===== src/hw/rtl/pli_pkg.sv =====
// ----------------------------------------------------------------------------
// Piecewise linear interpolator package
// Shared widths, codes, state and result enums, and the command and status
// structs that join the controller to the datapath.
// ----------------------------------------------------------------------------
package pli_pkg;

  // Field widths fixed by the item format.
  localparam int unsigned KEY_W     = 40;
  localparam int unsigned VAL_W     = 32;
  localparam int unsigned CNT_W     = 9;
  localparam int unsigned IDX_W     = 8;
  localparam int unsigned STS_W     = 2;

  // Product of a key difference and a value difference, and the divider.
  localparam int unsigned PROD_W    = KEY_W + VAL_W;
  localparam int unsigned HALF_W    = VAL_W / 2;
  localparam int unsigned PP_W      = KEY_W + HALF_W;
  localparam int unsigned DIV_STEPS = PROD_W;
  localparam int unsigned DCNT_W    = $clog2(DIV_STEPS);

  // Item function codes.
  localparam logic FUNC_WRITE = 1'b0;
  localparam logic FUNC_QUERY = 1'b1;

  // Result status codes.
  typedef enum logic [STS_W-1:0] {
    STS_INTERP = 2'd0,
    STS_BELOW  = 2'd1,
    STS_ABOVE  = 2'd2,
    STS_FEW    = 2'd3
  } pli_status_e;

  // Controller states.
  typedef enum logic [2:0] {
    ST_IDLE,
    ST_LOAD0,
    ST_SCAN,
    ST_MUL_LO,
    ST_MUL_HI,
    ST_DIV,
    ST_FIX,
    ST_DONE
  } pli_state_e;

  // Which result the datapath latches.
  typedef enum logic [1:0] {
    RES_FEW,
    RES_SPAN0,
    RES_CLAMP,
    RES_INTERP
  } pli_res_e;

  // Commands from the controller to the datapath.
  typedef struct packed {
    logic     mem_wr;
    logic     key_ld;
    logic     rd_en;
    logic     first_ld;
    logic     scan_step;
    logic     seg_ld;
    logic     mul_lo;
    logic     mul_hi;
    logic     div_step;
    logic     res_ld;
    pli_res_e res_kind;
    logic     out_ld;
  } pli_cmd_t;

  // Status from the datapath to the controller.
  typedef struct packed {
    logic match;
    logic span_zero;
    logic out_full;
  } pli_sts_t;

endpackage


===== src/hw/rtl/pli_ctrl.sv =====
// ----------------------------------------------------------------------------
// Interpolator controller
// Holds the point count register and sequences each query through the
// breakpoint scan, the two-step multiply, the serial divide and the result.
// ----------------------------------------------------------------------------
module pli_ctrl #(
  parameter int unsigned MAX_POINTS = 256,
  parameter int unsigned AW         = 8
) (
  input  logic                        clk_i,
  input  logic                        rst_ni,
  input  logic                        cfg_we_i,
  input  logic [pli_pkg::CNT_W-1:0]   cfg_wdata_i,
  input  logic                        in_valid_i,
  input  logic                        in_func_i,
  output logic                        in_ready_o,
  input  pli_pkg::pli_sts_t           sts_i,
  output pli_pkg::pli_cmd_t           cmd_o,
  output logic [AW-1:0]               rd_addr_o
);
  import pli_pkg::*;

  localparam int unsigned CW = $clog2(MAX_POINTS + 1);

  pli_state_e         state_q, state_d;
  logic [CNT_W-1:0]   point_count_q;
  logic [CW-1:0]      i_q, i_d, i_nxt, n_c;
  logic [DCNT_W-1:0]  div_cnt_q, div_cnt_d;
  logic               in_accept;

  // Points in use, limited to the table depth.
  always_comb begin
    if (32'(point_count_q) > MAX_POINTS) begin
      n_c = CW'(MAX_POINTS);
    end else begin
      n_c = CW'(point_count_q);
    end
  end

  assign i_nxt     = i_q + 1'b1;
  assign in_accept = in_valid_i && in_ready_o;

  // Configuration register.
  always_ff @(posedge clk_i or negedge rst_ni) begin
    if (!rst_ni) begin
      point_count_q <= '0;
    end else if (cfg_we_i) begin
      point_count_q <= cfg_wdata_i;
    end
  end

  // State, scan index and divide step counter.
  always_ff @(posedge clk_i or negedge rst_ni) begin
    if (!rst_ni) begin
      state_q   <= ST_IDLE;
      i_q       <= '0;
      div_cnt_q <= '0;
    end else begin
      state_q   <= state_d;
      i_q       <= i_d;
      div_cnt_q <= div_cnt_d;
    end
  end

  // Next state and commands.
  always_comb begin
    state_d      = state_q;
    i_d          = i_q;
    div_cnt_d    = div_cnt_q;
    cmd_o        = '0;
    cmd_o.res_kind = RES_FEW;
    rd_addr_o    = AW'(i_nxt);
    in_ready_o   = 1'b0;

    case (state_q)
      ST_IDLE: begin
        in_ready_o = 1'b1;
        rd_addr_o  = '0;
        i_d        = '0;
        if (in_accept) begin
          if (in_func_i == FUNC_WRITE) begin
            cmd_o.mem_wr = 1'b1;
          end else begin
            cmd_o.key_ld = 1'b1;
            if (n_c < CW'(2)) begin
              cmd_o.res_ld   = 1'b1;
              cmd_o.res_kind = RES_FEW;
              state_d        = ST_DONE;
            end else begin
              cmd_o.rd_en = 1'b1;
              state_d     = ST_LOAD0;
            end
          end
        end
      end
      ST_LOAD0: begin
        // First breakpoint is on the read port; fetch the second.
        cmd_o.first_ld = 1'b1;
        cmd_o.rd_en    = 1'b1;
        i_d            = i_nxt;
        state_d        = ST_SCAN;
      end
      ST_SCAN: begin
        // Entry i is on the read port, entry i-1 is held in the datapath.
        cmd_o.rd_en = 1'b1;
        if (sts_i.match) begin
          cmd_o.seg_ld = 1'b1;
          if (sts_i.span_zero) begin
            cmd_o.res_ld   = 1'b1;
            cmd_o.res_kind = RES_SPAN0;
            state_d        = ST_DONE;
          end else begin
            state_d = ST_MUL_LO;
          end
        end else begin
          cmd_o.scan_step = 1'b1;
          if (i_nxt == n_c) begin
            cmd_o.res_ld   = 1'b1;
            cmd_o.res_kind = RES_CLAMP;
            state_d        = ST_DONE;
          end else begin
            i_d = i_nxt;
          end
        end
      end
      ST_MUL_LO: begin
        cmd_o.mul_lo = 1'b1;
        state_d      = ST_MUL_HI;
      end
      ST_MUL_HI: begin
        cmd_o.mul_hi = 1'b1;
        div_cnt_d    = '0;
        state_d      = ST_DIV;
      end
      ST_DIV: begin
        cmd_o.div_step = 1'b1;
        div_cnt_d      = div_cnt_q + 1'b1;
        if (div_cnt_q == DCNT_W'(DIV_STEPS - 1)) begin
          state_d = ST_FIX;
        end
      end
      ST_FIX: begin
        cmd_o.res_ld   = 1'b1;
        cmd_o.res_kind = RES_INTERP;
        state_d        = ST_DONE;
      end
      ST_DONE: begin
        // Wait until the output register can take the result.
        if (!sts_i.out_full) begin
          cmd_o.out_ld = 1'b1;
          state_d      = ST_IDLE;
        end
      end
      default: begin
        state_d = ST_IDLE;
      end
    endcase
  end

  // The scan index always names a second or later breakpoint in use.
  a_scan_index: assert property (@(posedge clk_i) disable iff (!rst_ni)
    (state_q == ST_SCAN) |-> (i_q != '0 && i_q < n_c))
    else $error("scan index out of range");

  // A write transaction never leaves the idle state.
  a_write_stays_idle: assert property (@(posedge clk_i) disable iff (!rst_ni)
    (state_q == ST_IDLE && in_valid_i && in_func_i == FUNC_WRITE) |=> (state_q == ST_IDLE))
    else $error("write transaction started a query sequence");

  // The divider runs exactly its full number of steps.
  a_div_length: assert property (@(posedge clk_i) disable iff (!rst_ni)
    (state_q == ST_DIV && div_cnt_q == DCNT_W'(DIV_STEPS - 1)) |=> (state_q == ST_FIX))
    else $error("divide did not end after its last step");

endmodule


===== config.mk =====
export PLATFORM = sky130hd
export DESIGN_NAME = pli_ctrl
export DESIGN_NICKNAME = d
export VERILOG_FILES = /design/src/hw/rtl/pli_pkg.sv /design/src/hw/rtl/pli_ctrl.sv
export SDC_FILE = /design/constraint.sdc
export NUM_CORES = 1
export LEC_CHECK = 0
export BUFFER_PORTS_ARGS = -buffer_cell sky130_fd_sc_hd__buf_2
export CAP_MARGIN = 20
export CORE_MARGIN = 5
export CORE_UTILIZATION = 50
export CTS_CLUSTER_DIAMETER = 200
export CTS_CLUSTER_SIZE = 10
export DETAILED_ROUTE_END_ITERATION = 6
export PLACE_DENSITY_LB_ADDON = 0.12
export SETUP_SLACK_MARGIN = 0.02
export SYNTH_ARGS = -nofsm -noshare
export SYNTH_HDL_FRONTEND = slang
export SYNTH_SLANG_ARGS = --single-unit

===== constraint.sdc =====
create_clock -name clk_i -period 2.5 [get_ports clk_i]
set_clock_uncertainty 0.1 [all_clocks]
set_input_delay 0.125 -clock clk_i [delete_from_list [all_inputs] [get_ports clk_i]]
set_output_delay 0.125 -clock clk_i [all_outputs]
set_load 0.02 [all_outputs]

# Word-level counts from Yosys, hierarchy flattened
# Index checks and enable logic that the tools add are counted.
# Widths: inputs -> output; s select.
[word_totals]
regBits = 28
in_bits = 17
out_inout_bits = 22
elab_cells = 69
[classes]
n_eq_ne = 16
muxes = 38
addsub = 2
order_cmp = 2
reduce_logical = 7
[ops]
columns = ["op", "n"]
rows = [
  ["$mux 3", 15],
  ["$mux 9", 3],
  ["$pmux 9 s3", 1],
  ["$pmux 3 s8", 1],
  ["$pmux 7 s2", 1],
  ["$eq 3x3->1 const B", 4],
  ["$ne 2x2->1 const B", 6],
  ["$mux 1", 11],
  ["$add 9x1->9 const B", 1],
  ["$eq 9x9->1", 1],
  ["$gt 9x9->1 const B", 1],
  ["$lt 9x2->1 const B", 1],
  ["$pmux 3 s3", 1],
  ["$mux 8", 1],
  ["$add 7x1->7 const B", 1],
  ["$eq 7x7->1 const B", 1],
  ["$eq 3x2->1 const B", 2],
  ["$mux 2", 3],
  ["$reduce_and 5->1", 1],
  ["$eq 3x1->1 const B", 1],
  ["$logic_not 3->1", 1],
  ["$ne 3x3->1 const B", 1],
  ["$reduce_and 3->1", 1],
  ["$reduce_bool 3->1", 1],
  ["other kinds (4)", 4],
]

# Longest topological paths before layout
[depth]
depth_word = 7
mapped_depth = 10
ltp_nobuf = 9

# Least setup slack after synthesis
# Ideal clock, no wire load.
[synth_path]
path_type = "reg2reg"
from = "register i_q[0]"
to = "register i_q[8]"
synth_period_minus_slack_ns = 2.317
path_stages_with_launch = 11
required_ns = 2.308
t_arrival_ns = 2.125
path_buffers = 1
path_slack_ns = 0.183
setup_ns = 0.092
cell_sequence = "dfrtp_1 > ha_1 > nand3_1 > xor2_1 > a2111oi_0 > nand3b_1 > o22ai_1 > o21ba_4 > or2_4 > buf_6 > o31ai_2"
[synth_via]
elab_chain_cells = 4
elab_cells_between_ends = 7
cone_classes = "add/sub: 1; eq/ne: 2; mux: 3; reduce/logical: 1"
[synth_lines]
columns = ["item", "line_no", "source"]
rows = [
  ["from (decl)", "pli_ctrl.sv:27", "logic [CW-1:0] i_q, i_d, i_nxt, n_c;"],
  ["from (signal assigned)", "pli_ctrl.sv:60", "i_q <= i_d;"],
  ["$add 9x1->9 (*)", "pli_ctrl.sv:40", "assign i_nxt = i_q + 1'b1;"],
  ["$eq 9x9->1 / $mux 9 (equally long branches)", "pli_ctrl.sv:117", "if (i_nxt == n_c) begin"],
  ["$ne 2x2->1 (no line) / $mux 9 (equally long branches)", "n/a", ""],
  ["$reduce_and 3->1 (no line) / $pmux 9 s3 (equally long branches)", "n/a", ""],
]
# Mark *: on every way between the ends. The rest lies on a longest branch, timed or not. The select of a mux whose other input is x is not followed.
# A chain may end at the register's enable or synchronous reset.

# Final worst setup path
[layout_path]
from = "register i_q[3]"
to = "register i_q[7]"
# The elaborated chain is that of the path after synthesis.

==> impl_metrics.sql <==
INSERT INTO impl_metrics (metric_group, metric, value, unit) VALUES
('route', 'routed-via-count', '1979', ''),
('logic_synthesis', 'synth-main-ff-cell', 'sky130_fd_sc_hd__dfrtp_1', ''),
('worst_setup_path', 'path_class', 'flop to flop', ''),
('logic_synthesis', 'synth-edff-count', '0', ''),
('cells_and_area', 'layout.filler_cells', '295', ''),
('timing', 'max_freq', '402', 'MHz'),
('clock_tree', 'cts_inserted_buffers', '3', ''),
('global_routing', 'grt_antenna_before_repair', '0', ''),
('worst_setup_path', 'crit_path_max_fanout', '7', ''),
('power', 'p_leak', '0.00122', 'µW'),
('worst_setup_path', 'critical-path-max-stage-delay', '0.45', 'ns'),
('die', 'die_width', '72.7', 'µm'),
('placed_design', 'dpl.hpwl', '3.58', 'mm'),
('clock_tree', 'clk_path_buf_depth', '2', ''),
('route', 'routed_wirelength', '5.52', 'mm'),
('logic_synthesis', 'synth.avg_cell_area', '8.28', 'µm²'),
('placed_design', 'io_buffers', '38', ''),
('global_routing', 'grt.total_usage', '20.2', '%'),
('power', 'seq_power_share', '50.2', '%'),
('cells_and_area', 'diodes', '0', ''),
('clock_tree', 'cts_tree', 'yes', ''),
('worst_setup_path', 'end_kind', 'flop', ''),
('route', 'via_per_inst', '5.72', ''),
('cells_and_area', 'syn_to_final_growth', '34.6', '%'),
('die', 'die_span_y', '72.7', 'µm'),
('job', 'maxCapViolCount', '0', ''),
('worst_setup_path', 'data_arrival_critical_path', '2.55', 'ns'),
('worst_setup_path', 'r2r.worst_path.cells', '10', ''),
('die', 'floorplan.initialDensity', '52.4', '%'),
('worst_setup_path', 'timing.critical_path.slowest_stage_cell', 'sky130_fd_sc_hd__dfrtp_2', ''),
('worst_hold_path', 'holdCritPathClass', 'input pin to flop', ''),
('route', 'routedWlPerCell', '16.0', 'µm'),
('cells_and_area', 'post-route-cell-area', '2640', 'µm²'),
('global_routing', 'globalRouteOverflowTotal', '0', ''),
('worst_setup_path', 'critPathLaunchType', 'flop', ''),
('outcome', 'status', 'completed', ''),
('global_routing', 'grt_pass1_vias', '1736', ''),
('placed_design', 'routabilityCongestion', '0.911', ''),
('worst_setup_path', 'cp.required', '2.57', 'ns'),
('die', 'rows', '22', ''),
('clock_tree', 'cts_max_level', '1', ''),
('clock_tree', 'cts.sinks', '28', ''),
('logic_synthesis', 'synth.distinct_cells', '50', ''),
('global_routing', 'largest_net_degree_at_the_start_of_global_routing', '29', ''),
('logic_synthesis', 'synth-seq-cells', '28', ''),
('power', 'p_sw_share', '23.2', '%'),
('logic_synthesis', 'ys_warn_count', '0', ''),
('logic_synthesis', 'synth.area.top_cells', 'sky130_fd_sc_hd__dfrtp_1, sky130_fd_sc_hd__nand2_1, sky130_fd_sc_hd__nor2_1', ''),
('timing', 'setup-tns-final', '0', 'ns'),
('power', 'p_int', '743', 'µW'),
('power', 'clock_power_share', '37.7', '%'),
('worst_setup_path', 'crit_top_cell', 'sky130_fd_sc_hd__buf_4', ''),
('die', 'die_area', '5280', 'µm²'),
('cells_and_area', 'fin_nets', '318', ''),
('timing', 'setup_violations', '0', ''),
('logic_synthesis', 'post_synth_inst_count', '237', ''),
('timing', 'hold-worst-slack', '0.0944', 'ns'),
('route', 'route.antenna.remaining_nets', '0', ''),
('clock_tree', 'insertion_delay', '0.28', 'ns'),
('placed_design', 'placement.cell_area', '2220', 'µm²'),
('cells_and_area', 'final_layout_size_suffix_gt1_share', '35.2', '%'),
('timing', 'worst_slew_pin_slew', '0.641', 'ns'),
('worst_setup_path', 'worstPathCellList', 'nand4_1 > xor2_1 > and3_1 > o221ai_1 > a21oi_2 > buf_4 > o21ba_4 > buf_4 > o21ai_0 > o41ai_2', ''),
('clock_tree', 'path_clk_slew', '0.10', 'ns'),
('die', 'coreArea', '3740', 'µm²'),
('clock_tree', 'clock-root-buffer', 'sky130_fd_sc_hd__clkbuf_8', ''),
('timing', 'fin_crit', '2.49', 'ns'),
('logic_synthesis', 'yosys.area.top_type', 'sky130_fd_sc_hd__dfrtp_1', ''),
('power', 'total_switching_power', '224', 'µW'),
('timing', 'rsz0062_at_grt', 'true', ''),
('timing', 'final_max_slew_viol_count', '0', '');
[sequential cells by signal, indices dropped and copies added, names as in the netlist]
register / flops
point_count_q: 9
div_cnt_q: 7
i_q: 9
state_q: 3
[placed cells by master (no fill, tap or decap), types with 4 or more instances in the layout]
| cell | count |
|---|---|
| sky130_fd_sc_hd__a21oi_1 | 10 |
| sky130_fd_sc_hd__a31oi_1 | 4 |
| sky130_fd_sc_hd__buf_2 | 36 |
| sky130_fd_sc_hd__buf_4 | 22 |
| sky130_fd_sc_hd__buf_6 | 4 |
| sky130_fd_sc_hd__dfrtp_1 | 23 |
| sky130_fd_sc_hd__dfrtp_2 | 5 |
| sky130_fd_sc_hd__dlygate4sd3_1 | 10 |
| sky130_fd_sc_hd__inv_1 | 7 |
| sky130_fd_sc_hd__mux2_2 | 8 |
| sky130_fd_sc_hd__nand2_1 | 24 |
| sky130_fd_sc_hd__nand2b_1 | 6 |
| sky130_fd_sc_hd__nand3_1 | 9 |
| sky130_fd_sc_hd__nor2_1 | 26 |
| sky130_fd_sc_hd__nor2b_1 | 4 |
| sky130_fd_sc_hd__nor3_1 | 9 |
| sky130_fd_sc_hd__o21ai_0 | 16 |
| sky130_fd_sc_hd__o21ai_1 | 5 |
| sky130_fd_sc_hd__xnor2_1 | 7 |
[power groups by stage]
| stage | Combinational (µW) | Clock [µW] | Sequential [µW] |
|---|---|---|---|
| 5_1_grt | 129 | 393 | 487 |
| 2_1_floorplan | 56.4 | 0 | 488 |
| 6_report | 117 | 365 | 485 |
| 3_3_place_gp | 92.4 | 0 | 492 |
| 3_5_place_dp | 93.4 | 0 | 492 |
| 4_1_cts | 112 | 373 | 484 |
[metal layers]
| layer | GRT usage (%) | part of all wire, % |
|---|---|---|
| met1 | 28.9 | 45 |
| met2 | 31.4 | 49 |
| met3 | 3.44 | 5.2 |
| met4 | 5.33 | 1.1 |
| met5 | 0 | 0 |
[metrics by stage]
stage	setup slack [ns]	power, µW	std cells	util [%]
6_report	0.0120	967	346	70.6
3_5_place_dp	0.00645	586	320	59.4
2_1_floorplan	0.183	544	237	-
5_1_grt	-0.0651	1010	346	70.6
4_1_cts	0.0174	970	339	66.8
3_3_place_gp	0.00692	584	320	59.4
[cell usage after synthesis, drive strengths merged (2+ instances only)]
library cell   n
a21oi         11
a31oi          5
and2           2
and3           4
and4           2
buf            7
clkbuf         8
dfrtp         28
ha             2
inv            7
mux2           8
mux2i          2
nand2         26
nand2b         6
nand3         10
nand3b         2
nand4          2
nor2          26
nor2b          4
nor3          10
o21ai         24
o221ai         2
o31ai          5
or3            3
xnor2         10
xor2           3
[timing repair]
action | 4_1_cts | 5_1_grt
endpoints found under the setup margin | 9 | 9
buffers inserted | 5 | 7
hold buffers | 10 | 0
resized for setup | 15 | 22
endpoints found under the hold margin | 37 | 0
pin swaps | 7 | 7
[cells by family (layout without fill, tap and decap cells)]
| kind of cell | Yosys count | in the layout | share of synthesized area (%) |
|---|---|---|---|
| XOR/XNOR | 13 | 13 | 5.80 |
| multiplexers | 10 | 10 | 5.61 |
| buffers and inverters | 22 | 83 | 5.35 |
| AND/OR/NAND/NOR | 103 | 103 | 26.7 |
| adder cells (fa/ha/maj) | 2 | 2 | 1.27 |
| flip-flops | 28 | 28 | 35.7 |
| AO/OA/AOI/OAI | 59 | 59 | 19.6 |
[area by class of cell]
type                            instances  area, µm²  share of cell area (%)
Sequential cell                        28        707                    26.8
Tap cell                               48       60.1                    2.27
Multi-Input combinational cell        187       1290                    48.7
Inverter                                7       26.3                   0.994
Timing Repair Buffer                   72        490                    18.6
Clock inverter                          1       30.0                    1.14
Clock buffer                            3       41.3                    1.56
[worst max-delay path, delay by kind of cell (launching register included)]
| kind | cells | cell delay [ns] |
|---|---|---|
| compound gates | 5 | 0.93 |
| flops | 1 | 0.45 |
| simple gates | 2 | 0.41 |
| buf+inv | 2 | 0.28 |
| xor+xnor | 1 | 0.21 |
[final timing paths]
kind | start | endpoint | slack [ns]
min in group asynchronous | rst_ni | i_q[6] | 0.28
max | i_q[3] | i_q[7] | 0.01
min | cfg_we_i | point_count_q[8] | 0.09
max in group asynchronous | rst_ni | i_q[1] | 1.55
min reg2reg | div_cnt_q[1] | div_cnt_q[1] | 0.43
max reg2reg | i_q[3] | i_q[7] | 0.01
(Power assumes the default switching activity.)
